**src/rtl/reh_pkg.sv**
```systemverilog
// shared constants, types and float helpers for the rotary embedding head router
// no dependencies; used by every rtl file of the block except reh_checker
package reh_pkg;

  localparam int HEAD_DIM    = 256;
  localparam int QUERY_HEADS = 8;
  localparam int PIPE_DEPTH  = 8;

  localparam logic [15:0] BF16_QNAN = 16'h7FC0;
  localparam logic [31:0] FP32_QNAN = 32'h7FC00000;

  typedef enum logic [1:0] {
    DEST_QUERY = 2'd0,
    DEST_KEY   = 2'd1,
    DEST_VALUE = 2'd2
  } dest_t;

  // fp16 to fp32, subnormals normalized
  function automatic logic [31:0] half_to_single(input logic [15:0] h);
    logic       s;
    logic [4:0] e;
    logic [9:0] m;
    logic [3:0] p;
    logic [9:0] mn;
    logic [7:0] e32;
    s = h[15];
    e = h[14:10];
    m = h[9:0];
    p = 4'd0;
    for (int i = 0; i < 10; i++) begin
      if (m[i]) p = 4'(i);
    end
    mn  = 10'(m << (4'd10 - p));
    e32 = 8'd103 + {4'd0, p};
    if (e == 5'd31) begin
      return {s, 8'hFF, m, 13'd0};
    end else if (e == 5'd0) begin
      if (m == 10'd0) return {s, 31'd0};
      return {s, e32, mn, 13'd0};
    end
    return {s, 8'({3'd0, e} + 8'd112), m, 13'd0};
  endfunction

  // leading zero count, 48 when zero
  function automatic logic [5:0] lzc48(input logic [47:0] v);
    logic [5:0] n;
    n = 6'd48;
    for (int i = 0; i < 48; i++) begin
      if (v[i]) n = 6'(47 - i);
    end
    return n;
  endfunction

  // n has its leading one at bit 47, value n/2^47 * 2^(e-127); rne to fp32
  function automatic logic [31:0] round_fp32(input logic s, input logic signed [10:0] e,
                                             input logic [47:0] n);
    logic [5:0]  sh;
    logic [47:0] mask;
    logic [47:0] d;
    logic        stk;
    logic [7:0]  ef;
    logic [30:0] base;
    logic        up;
    if (e < 11'sd1) begin
      if (e < -11'sd47) sh = 6'd48;
      else sh = 6'(11'sd1 - e);
      ef = 8'd0;
    end else begin
      sh = 6'd0;
      ef = e[7:0];
    end
    mask = (48'd1 << sh) - 48'd1;
    d    = n >> sh;
    stk  = (|(n & mask)) | (|d[22:0]);
    base = {ef, d[46:24]};
    up   = d[23] & (stk | d[24]);
    if (n == 48'd0) return {s, 31'd0};
    if (e >= 11'sd255) return {s, 8'hFF, 23'd0};
    return {s, base + {30'd0, up}};
  endfunction

  // fp32 to bf16, rne, any nan canonical
  function automatic logic [15:0] single_to_bf16(input logic [31:0] b);
    logic [31:0] t;
    t = b + 32'h7FFF + {31'd0, b[16]};
    if (b[30:0] > 31'h7F800000) return BF16_QNAN;
    return t[31:16];
  endfunction

endpackage

```
**src/rtl/reh_fmul.sv**
```systemverilog
// three stage fp32 multiplier, rne, subnormals kept
// uses reh_pkg
module reh_fmul (
  input  logic        clk,
  input  logic        en,
  input  logic [31:0] a,
  input  logic [31:0] b,
  output logic [31:0] y
);

  logic [7:0]  ea, eb;
  logic [23:0] ma, mb;
  logic        zero_a, zero_b, inf_a, inf_b, nan_a, nan_b;

  logic [47:0] p_r;
  logic [8:0]  es_r;
  logic        s1_r, nan1_r, inf1_r;

  logic [5:0]  lz;
  logic [47:0] n_r;
  logic signed [10:0] e_r;
  logic        s2_r, nan2_r, inf2_r;

  logic [31:0] y_r;

  always_comb begin
    ea     = (a[30:23] == 8'd0) ? 8'd1 : a[30:23];
    eb     = (b[30:23] == 8'd0) ? 8'd1 : b[30:23];
    ma     = {|a[30:23], a[22:0]};
    mb     = {|b[30:23], b[22:0]};
    zero_a = (a[30:0] == 31'd0);
    zero_b = (b[30:0] == 31'd0);
    inf_a  = (a[30:23] == 8'hFF) && (a[22:0] == 23'd0);
    inf_b  = (b[30:23] == 8'hFF) && (b[22:0] == 23'd0);
    nan_a  = (a[30:23] == 8'hFF) && (a[22:0] != 23'd0);
    nan_b  = (b[30:23] == 8'hFF) && (b[22:0] != 23'd0);
    lz     = reh_pkg::lzc48(p_r);
  end

  always_ff @(posedge clk) begin
    if (en) begin
      p_r    <= ma * mb;
      es_r   <= {1'b0, ea} + {1'b0, eb};
      s1_r   <= a[31] ^ b[31];
      nan1_r <= nan_a | nan_b | (inf_a & zero_b) | (inf_b & zero_a);
      inf1_r <= inf_a | inf_b;

      n_r    <= p_r << lz;
      e_r    <= $signed({2'd0, es_r}) - 11'sd126 - $signed({5'd0, lz});
      s2_r   <= s1_r;
      nan2_r <= nan1_r;
      inf2_r <= inf1_r;

      if (nan2_r) y_r <= reh_pkg::FP32_QNAN;
      else if (inf2_r) y_r <= {s2_r, 8'hFF, 23'd0};
      else y_r <= reh_pkg::round_fp32(s2_r, e_r, n_r);
    end
  end

  assign y = y_r;

endmodule

```
**config.mk**
```make
export PLATFORM = sky130hd
export DESIGN_NAME = reh_fmul
export DESIGN_NICKNAME = d
export VERILOG_FILES = /design/src/rtl/reh_pkg.sv /design/src/rtl/reh_fmul.sv
export SDC_FILE = /design/constraint.sdc
export NUM_CORES = 2
export LEC_CHECK = 0
export ABC_AREA = 1
export BUFFER_PORTS_ARGS = -buffer_cell sky130_fd_sc_hd__buf_2
export CORE_MARGIN = 3
export CORE_UTILIZATION = 35
export CTS_CLUSTER_SIZE = 25
export DETAILED_ROUTE_END_ITERATION = 8
export GPL_TIMING_DRIVEN = 0
export PLACE_DENSITY_LB_ADDON = 0.08
export SETUP_SLACK_MARGIN = 0.05
export SLEW_MARGIN = 25
export SYNTH_ARGS = -nofsm -noshare
export SYNTH_HDL_FRONTEND = slang
export SYNTH_SLANG_ARGS = --single-unit
```
**constraint.sdc**
```tcl
create_clock -name clk -period 8.4 [get_ports clk]
set_input_delay 0.84 -clock clk [delete_from_list [all_inputs] [get_ports clk]]
set_output_delay 0.84 -clock clk [all_outputs]
set_load 0.05 [all_outputs]
```
==> results.tsv <==
stage	metric	value	unit
status	outcome	finished, final reports clean	
route	totalWireLength	127	mm
synth	synth_top_area_frac	0.298	
floorplan	die_h	311	µm
setup_path	cp.depth	27	
placement	dpl-instance-area	34400	µm²
sta	final.period_utilization	0.965	
placement	numPortBuffers	55	
synth	yosysSeqAreaShare	0.142	
floorplan	core	91900	µm²
finish	synthToLayoutAreaGrowth	8.84	%
floorplan	ios	98	
sta	finalHoldViolations	0	
setup_path	cp_slowest_stage_delay	860	ps
route	route.detailed.drc	0	
synth	netlist_area	32500	µm²
synth	synth-edff-count	154	
route	vias_per_cell	5.09	
synth	synth_top_family_by_area	adder cells	
finish	drive_above_1_share	0.0596	
cts	htree_levels	4	
sta	slew_headroom	0.257	
route	wl_per_cell	21.8	µm
synth	synthSimpleGateAreaFrac	0.253	
sta	tightest_slew	1110	ps
finish	final_core_util	0.385	
route	drtAntennaViolNets	0	
floorplan	floorplan.rows	111	
synth	synth_compound_area_frac	0.0644	
synth	synth_cell_type_count	62	
finish	fill_cells	10100	
synth	async_flop_share	0	
sta	fin_worst_skew	16.5	ps
global_route	grtUsageTotal	0.262	
floorplan	die_area	96700	µm²
synth	yosysWarnings	0	
setup_path	reg2regPathDepth	31	
finish	nNetsFinal	5293	
setup_path	crit_top_cell	fa_1	
setup_path	cp_slowest_cell	clkbuf_1	
synth	synth_common_cells	1121 x nand2_1, 988 x inv_1, 484 x fa_1	
route	first_pass_iters	5	
cts	numCtsBuffers	17	
sta	maxSlewViolCount	0	
synth	synth_cells	4471	
sta	min_period	8110	ps
setup_path	cp_top_family	adder cells	
floorplan	initial_core_util	0.354	
synth	synth_seq_cells	154	
placement	dpl.hpwl	106	mm
global_route	grt_start_max_net_pins	85	
finish	final_cells	5808	
synth	synth_nets	5215	
setup_path	critPathLaunchType	input port	
synth	synth_xor_area_frac	0.0186	
hold_path	hp-class	flop to flop	
global_route	antenna_found_initial	5	
hold_path	min_path_cells	0	
flow_run	drv_cap	0	
setup_path	crit_fanout	10	
route	dr_total_vias	29600	
cts	clk_path_buf_depth	2	
cts	cts_tree	yes	
sta	rsz0062_at_grt	false	
cts	cts_hold_repair.buffers	0	
setup_path	worstPathArrival	8340	ps
placement	dp.cells	5771	
setup_path	end_kind	flop	
cts	root_buffer	clkbuf_16	
sta	clock.fmax	123	MHz
synth	synth_area_leaders	fa_1 30%, edfxtp_1 14%, nand2_1 13%	
synth	synthAdderAreaFrac	0.372	
setup_path	cp.required	8630	ps
global_route	grt_first_pass_wirelength	189	mm
placement	gp_congestion	0.966	
synth	avgSynthCellArea	7.28	µm²
synth	synth_top_cell_by_area	fa_1	
cts	clk-insertion-delay-late	500	ps
finish	design_area	35400	µm²
cts	cts.reportedPaths.clkPinSlew	70	ps
synth	synth_most_common_cell	nand2_1	
synth	synthMuxAreaShare	0.00400	
sta	setup_violations	0	
floorplan	die_w	311	µm
global_route	grt_pass1_vias	29800	
setup_path	worst-path-buf-inv	6	
cts	clkSinkCount	154	
sta	tns	0	ps
setup_path	worstSetupPathType	input port to flop	
route	dr.first_iter.drc_count	2151	
synth	synthFlopType	edfxtp_1	
global_route	globalRouteOverflowTotal	0	
## placed cells by master (no fill, tap or decap), drive strengths merged, types with 7 or more instances in the layout
master / Yosys / layout
mux2i: 13 / 13
fa: 484 / 484
clkinv: 3 / 7
xnor2: 18 / 18
edfxtp: 154 / 154
nand4: 67 / 67
o211ai: 9 / 9
nor2: 241 / 241
inv: 1001 / 1009
nand2: 1128 / 1128
xor2: 51 / 51
a31oi: 19 / 19
o21ai: 197 / 197
a21oi: 106 / 106
nor3: 42 / 42
ha: 194 / 194
nor4: 37 / 37
nand3: 384 / 384
buf: 32 / 113
o22ai: 7 / 7
nand3b: 7 / 7
clkbuf: 217 / 212
## through the flow
step / hold WS, ps / setup WS (ps)
floorplan: 400 / 622
finish: 418 / 294
detailed placement: 405 / -1950
global route: 430 / 10.7
CTS: 418 / 68.8
global placement: 400 / -1890
## worst reg2reg max path: cells and delay by family (launching register included)
family          cells  cell delay [ps]
compound gates      4              870
fa+ha+maj           2              440
buf+inv            10             2120
flops               1              500
simple gates       15             3390
## final cells by class
type / count / area (µm²) / share of cell area
diodes: 3 / 7.51 / 0.000212
plain buffers: 247 / 1220 / 0.0343
clock buffers: 17 / 425 / 0.0120
clock inverters: 15 / 158 / 0.00445
inverters: 1004 / 3770 / 0.106
multi-input cells: 3064 / 23300 / 0.657
flip-flops and latches: 154 / 4620 / 0.131
well taps: 1243 / 1560 / 0.0439
repair buffers: 61 / 383 / 0.0108
## cells by family after synthesis
kind of cell,after synthesis
compound gates,375
xor+xnor,69
simple gates,1929
fa+ha+maj,678
buf+inv,1253
mux,13
flops,154
## registers in the layout (all words and copies together), names as in the netlist
| name | flops |
|---|---|
| s2_r | 1 |
| s1_r | 1 |
| n_r | 48 |
| nan2_r | 1 |
| p_r | 48 |
| e_r | 11 |
| y | 32 |
| inf1_r | 1 |
| nan1_r | 1 |
| inf2_r | 1 |
| es_r | 9 |
## final timing paths
kind	from	to	slack [ps]
worst max register to register	e_r[1]$_DFFE_PP_	y[0]$_SDFFCE_PP0P_	830
worst min register to register	s1_r$_DFFE_PP_	s2_r$_DFFE_PP_	420
worst min-delay path	s1_r$_DFFE_PP_	s2_r$_DFFE_PP_	420
worst max-delay path	a[15]	p_r[46]$_DFFE_PP_	290
## per-layer routing
metal,part of all wire,global-route usage
met2,0.48,0.453
met1,0.42,0.330
met3,0.047,0.0295
met5,0,0
met4,0.049,0.114
## what timing repair did
item	in CTS	in global routing
pin swaps	2	3
setup buffers	2	2
gates cloned	0	0
endpoints found under the setup margin	26	11
gates resized for setup	119	103
Power is not shown: default switching activity piles up to over one toggle a cycle in this logic, so the estimate is an artifact.
