===== config.mk =====
export PLATFORM = sky130hd
export DESIGN_NAME = reh_fadd
export DESIGN_NICKNAME = d
export VERILOG_FILES = /design/src/rtl/reh_pkg.sv /design/src/rtl/reh_fadd.sv
export SDC_FILE = /design/constraint.sdc
export NUM_CORES = 1
export LEC_CHECK = 0
export ABC_AREA = 1
export BUFFER_PORTS_ARGS = -buffer_cell sky130_fd_sc_hd__buf_2
export CAP_MARGIN = 20
export CORE_MARGIN = 4
export CORE_UTILIZATION = 40
export CTS_BUF_LIST = sky130_fd_sc_hd__clkbuf_8
export CTS_CLUSTER_DIAMETER = 80
export DETAILED_ROUTE_END_ITERATION = 8
export GPL_TIMING_DRIVEN = 0
export SLEW_MARGIN = 5
export SYNTH_ARGS = -nofsm -noshare
export SYNTH_HDL_FRONTEND = slang
export SYNTH_SLANG_ARGS = --single-unit
export TNS_END_PERCENT = 20

===== constraint.sdc =====
create_clock -name clk -period 13.27 [get_ports clk]
set_clock_uncertainty 0.05 [all_clocks]
set_input_delay 1.9905 -clock clk [delete_from_list [all_inputs] [get_ports clk]]
set_output_delay 1.9905 -clock clk [all_outputs]
set_load 0.005 [all_outputs]

===== src/rtl/reh_pkg.sv =====
// shared constants, types and float helpers for the rotary embedding head router
// no dependencies; used by every rtl file of the block except reh_checker
package reh_pkg;

  localparam int HEAD_DIM    = 256;
  localparam int QUERY_HEADS = 8;
  localparam int PIPE_DEPTH  = 8;

  localparam logic [15:0] BF16_QNAN = 16'h7FC0;
  localparam logic [31:0] FP32_QNAN = 32'h7FC00000;

  typedef enum logic [1:0] {
    DEST_QUERY = 2'd0,
    DEST_KEY   = 2'd1,
    DEST_VALUE = 2'd2
  } dest_t;

  // fp16 to fp32, subnormals normalized
  function automatic logic [31:0] half_to_single(input logic [15:0] h);
    logic       s;
    logic [4:0] e;
    logic [9:0] m;
    logic [3:0] p;
    logic [9:0] mn;
    logic [7:0] e32;
    s = h[15];
    e = h[14:10];
    m = h[9:0];
    p = 4'd0;
    for (int i = 0; i < 10; i++) begin
      if (m[i]) p = 4'(i);
    end
    mn  = 10'(m << (4'd10 - p));
    e32 = 8'd103 + {4'd0, p};
    if (e == 5'd31) begin
      return {s, 8'hFF, m, 13'd0};
    end else if (e == 5'd0) begin
      if (m == 10'd0) return {s, 31'd0};
      return {s, e32, mn, 13'd0};
    end
    return {s, 8'({3'd0, e} + 8'd112), m, 13'd0};
  endfunction

  // leading zero count, 48 when zero
  function automatic logic [5:0] lzc48(input logic [47:0] v);
    logic [5:0] n;
    n = 6'd48;
    for (int i = 0; i < 48; i++) begin
      if (v[i]) n = 6'(47 - i);
    end
    return n;
  endfunction

  // n has its leading one at bit 47, value n/2^47 * 2^(e-127); rne to fp32
  function automatic logic [31:0] round_fp32(input logic s, input logic signed [10:0] e,
                                             input logic [47:0] n);
    logic [5:0]  sh;
    logic [47:0] mask;
    logic [47:0] d;
    logic        stk;
    logic [7:0]  ef;
    logic [30:0] base;
    logic        up;
    if (e < 11'sd1) begin
      if (e < -11'sd47) sh = 6'd48;
      else sh = 6'(11'sd1 - e);
      ef = 8'd0;
    end else begin
      sh = 6'd0;
      ef = e[7:0];
    end
    mask = (48'd1 << sh) - 48'd1;
    d    = n >> sh;
    stk  = (|(n & mask)) | (|d[22:0]);
    base = {ef, d[46:24]};
    up   = d[23] & (stk | d[24]);
    if (n == 48'd0) return {s, 31'd0};
    if (e >= 11'sd255) return {s, 8'hFF, 23'd0};
    return {s, base + {30'd0, up}};
  endfunction

  // fp32 to bf16, rne, any nan canonical
  function automatic logic [15:0] single_to_bf16(input logic [31:0] b);
    logic [31:0] t;
    t = b + 32'h7FFF + {31'd0, b[16]};
    if (b[30:0] > 31'h7F800000) return BF16_QNAN;
    return t[31:16];
  endfunction

endpackage


===== src/rtl/reh_fadd.sv =====
// three stage fp32 adder (align, add and normalize, round)
// uses reh_pkg
module reh_fadd (
  input  logic        clk,
  input  logic        en,
  input  logic [31:0] a,
  input  logic [31:0] b,
  output logic [31:0] y
);

  logic [31:0] x, w;
  logic [7:0]  ex, ew, d;
  logic [26:0] mx, mw, al, mask;
  logic        stk;
  logic        inf_a, inf_b, nan_a, nan_b;

  logic [7:0]  ex_r;
  logic [26:0] mx_r, al_r;
  logic        sx_r, sw_r, nan1_r, inf1_r, is1_r;

  logic [27:0] sum;
  logic [5:0]  lz;
  logic [47:0] n_r;
  logic signed [10:0] e_r;
  logic        s2_r, nan2_r, inf2_r, is2_r;

  logic [31:0] y_r;

  always_comb begin
    if (a[30:0] < b[30:0]) begin
      x = b;
      w = a;
    end else begin
      x = a;
      w = b;
    end
    ex = (x[30:23] == 8'd0) ? 8'd1 : x[30:23];
    ew = (w[30:23] == 8'd0) ? 8'd1 : w[30:23];
    mx = {|x[30:23], x[22:0], 3'd0};
    mw = {|w[30:23], w[22:0], 3'd0};
    d  = ex - ew;
    if (d > 8'd26) begin
      mask = 27'd0;
      al   = 27'd0;
      stk  = |mw;
    end else begin
      mask = (27'd1 << d[4:0]) - 27'd1;
      al   = mw >> d[4:0];
      stk  = |(mw & mask);
    end
    inf_a = (a[30:23] == 8'hFF) && (a[22:0] == 23'd0);
    inf_b = (b[30:23] == 8'hFF) && (b[22:0] == 23'd0);
    nan_a = (a[30:23] == 8'hFF) && (a[22:0] != 23'd0);
    nan_b = (b[30:23] == 8'hFF) && (b[22:0] != 23'd0);

    // magnitude of x is never below the aligned w
    if (sx_r ^ sw_r) sum = {1'b0, mx_r} - {1'b0, al_r};
    else sum = {1'b0, mx_r} + {1'b0, al_r};
    lz = reh_pkg::lzc48({sum, 20'd0});
  end

  always_ff @(posedge clk) begin
    if (en) begin
      ex_r   <= ex;
      mx_r   <= mx;
      al_r   <= {al[26:1], al[0] | stk};
      sx_r   <= x[31];
      sw_r   <= w[31];
      nan1_r <= nan_a | nan_b | (inf_a & inf_b & (a[31] ^ b[31]));
      inf1_r <= inf_a | inf_b;
      is1_r  <= inf_a ? a[31] : b[31];

      n_r    <= {sum, 20'd0} << lz;
      e_r    <= $signed({3'd0, ex_r}) + 11'sd1 - $signed({5'd0, lz});
      // exact cancellation gives +0 unless both inputs are negative
      s2_r   <= (sum == 28'd0) ? (sx_r & sw_r) : sx_r;
      nan2_r <= nan1_r;
      inf2_r <= inf1_r;
      is2_r  <= is1_r;

      if (nan2_r) y_r <= reh_pkg::FP32_QNAN;
      else if (inf2_r) y_r <= {is2_r, 8'hFF, 23'd0};
      else y_r <= reh_pkg::round_fp32(s2_r, e_r, n_r);
    end
  end

  assign y = y_r;

endmodule


==> reports/qor.yml <==
status: "finished clean"
fin_nets: 2980
start_util: 0.4045
max_cap_viol_count: 0
grt_pass1_wl_mm: 94.79
synth_top_family_by_area: "simple AND/OR/NAND/NOR gates"
timing.rr.start: "mx_r[10]"
die_y_um: 213.7
drc: 0
cp-end-kind: "flop"
reg2reg_depth: 33
crit_type: "in -> reg"
cts_tree: "built"
hold_buffers: 0
ys_seq_area_frac: 0.2448
synthAdderAreaFrac: 0.08114
rsz0062_at_grt: "no"
diodes: 0
synth_xor_area_frac: 0.01345
post_cts_buffers: 0
insertion_delay_ns: 0.49
track_usage: 0.2643
cts.repair.resized: 0
ys_types: 66
yosysWarnings: 0
detailroute.via_count: 18870
drt_first_pass_iters: 8
cpPeakStageDelay_ns: 0.53
power_density_nw_per_um2: 197.5
timing.fmax_ghz: 0.1047
design_area_um2: 18480
finalSetupViolations: 0
period_share: 0.7201
grt_max_degree: 98
synth.net_count: 2862
rows: 75
dpl_cell_area_um2: 18130
yosys.area_share.simple: 0.3907
vdd_drop_max_v: 0.00007387
io_pins: 98
hpwl_mm: 51.14
syn_inst: 2688
path_max_fanout: 10
synth_seq_cells: 138
hold_slack_ns: 0.3809
worst_pin_slew_ns: 1.012
syn-cell-area_um2: 16930
layout_commonest_cell: "nand2_1"
worstSetupStartpoint: "b[2]"
viasPerCell: 5.619
hold_path_class: "reg -> reg"
rrSetupSlack_ns: 7.19
fin_cells: 3358
slowest_stage: "fa_1"
grt.overflow.total: 0
synth_compound_area_frac: 0.1590
startpoint_type: "primary input"
clock-sinks: 138
layout_common_cells: "nand2_1 (782), nand3_1 (313), inv_1 (289), nor2_1 (208), o21ai_0 (178)"
grt_pass1_vias: 17390
synthArstFlopShare: 0
gp_congestion: 0.9699
slew_viol_final: 0
root_buffer: "clkbuf_8"
wl_mm: 61.54
drt_iter0_markers: 1722
die_w_um: 213.7
ys.flop_type: "edfxtp_1"
numCtsBuffers: 17
antenna_found_initial: 2
clk_pin_slew_worst_paths_ns: 0.08
cpMostUsedCell: "nand2_1"
synthMuxAreaShare: 0.005986
p_leak_nw: 8.639
worstPathArrival_ns: 9.70
avgSynthCellArea_um2: 6.299
fin_crit_ns: 9.555
r2r_end: "e_r[8]"
portBuffers: 97
drive_gt1_frac: 0.1071
setup_tns_ns: 0
synth_edf_count: 138
cts_buffer_depth: 2
critPathCapture: "al_r[0]"
slew_headroom: 0.3183
core_area_um2: 41850
final_antenna_net_count: 0
place_inst: 3326
die-area_um2: 45680
required_ns: 13.42
syn_to_final_growth_pct: 9.149
wl_per_cell_um: 18.33
hold_viol: 0
htree_levels: 4
critical path, delay by kind of cell:
kind	cells	cell delay, ns
simple gates	15	2.93
compound gates	11	2.10
buf+inv	9	1.57
fa+ha+maj	3	1.05
report_power, final:
| group | internal, mW | total, mW | leakage, nW | switching [mW] |
|---|---|---|---|---|
| Combinational | 0.779 | 2.63 | 7.12 | 1.85 |
| Sequential | 0.624 | 0.707 | 1.34 | 0.0824 |
| Clock | 0.132 | 0.318 | 0.179 | 0.186 |
| Total | 1.54 | 3.65 | 8.64 | 2.12 |
cells by family (layout without fill, tap and decap cells):
group                    after synthesis  in the layout
AO/OA/AOI/OAI                        465            465
XOR/XNOR                              26             26
AND/OR/NAND/NOR                     1505           1505
multiplexers                          10             10
adder cells (fa/ha/maj)              108            108
buffers and inverters                436            567
flip-flops                           138            138
synthesized netlist by cell type, types with 30 or more instances:
cell      count  share of area
a21oi_1     112          0.033
nand3_1     313          0.093
clkbuf_1     48          0.011
edfxtp_1    138           0.24
o21ai_0     178          0.053
nor2_1      208          0.046
o21ai_1      59          0.017
buf_2        34          0.010
nor3_1       41          0.012
nand4_1      44          0.016
inv_2        30         0.0067
ha_1        105          0.078
nand2_1     782           0.17
inv_1       287          0.064
worst min-delay path by stage:
stage	start	endpoint	cells past startpoint
2_1_floorplan	inf1_r	inf2_r	0
3_3_place_gp	is1_r	is2_r	0
3_5_place_dp	is1_r	is2_r	0
4_1_cts	inf1_r	inf2_r	0
5_1_grt	is1_r	is2_r	0
6_report	inf1_r	inf2_r	0
flip-flops by register name (all words and copies together), names as in the netlist:
signal and count:
y 32, n_r 28, al_r 27, mx_r 24, e_r 10, ex_r 8
inf1_r 1, inf2_r 1, is1_r 1, is2_r 1, nan1_r 1, nan2_r 1
s2_r 1, sw_r 1, sx_r 1
routing by layer:
layer,part of all wire,GRT usage,vias up
li1,-,-,9280
met1,0.43,0.3451,8710
met2,0.46,0.4365,746
met3,0.063,0.03994,127
met4,0.043,0.1152,4
met5,0.00045,0,-
area by class of cell:
cell class / count / area (um2)
buffer: 112 / 560.5
sequential: 138 / 4144
timing repair buffer: 99 / 524.3
tap: 539 / 674.4
multi-input combinational: 2114 / 11010
inverter: 324 / 1217
clock inverter: 15 / 116.4
clock buffer: 17 / 234.0
fill: 4566 / 23370
per-stage QoR:
step	utilization	setup WS (ns)	power, mW
floorplan	-	5.928	2.527
global placement	0.4323	3.231	3.271
detailed placement	0.4332	3.267	3.278
CTS	0.4416	3.789	3.604
global route	0.4416	3.343	3.987
finish	0.4416	3.715	3.650
Power figures use the tool's default switching activity.
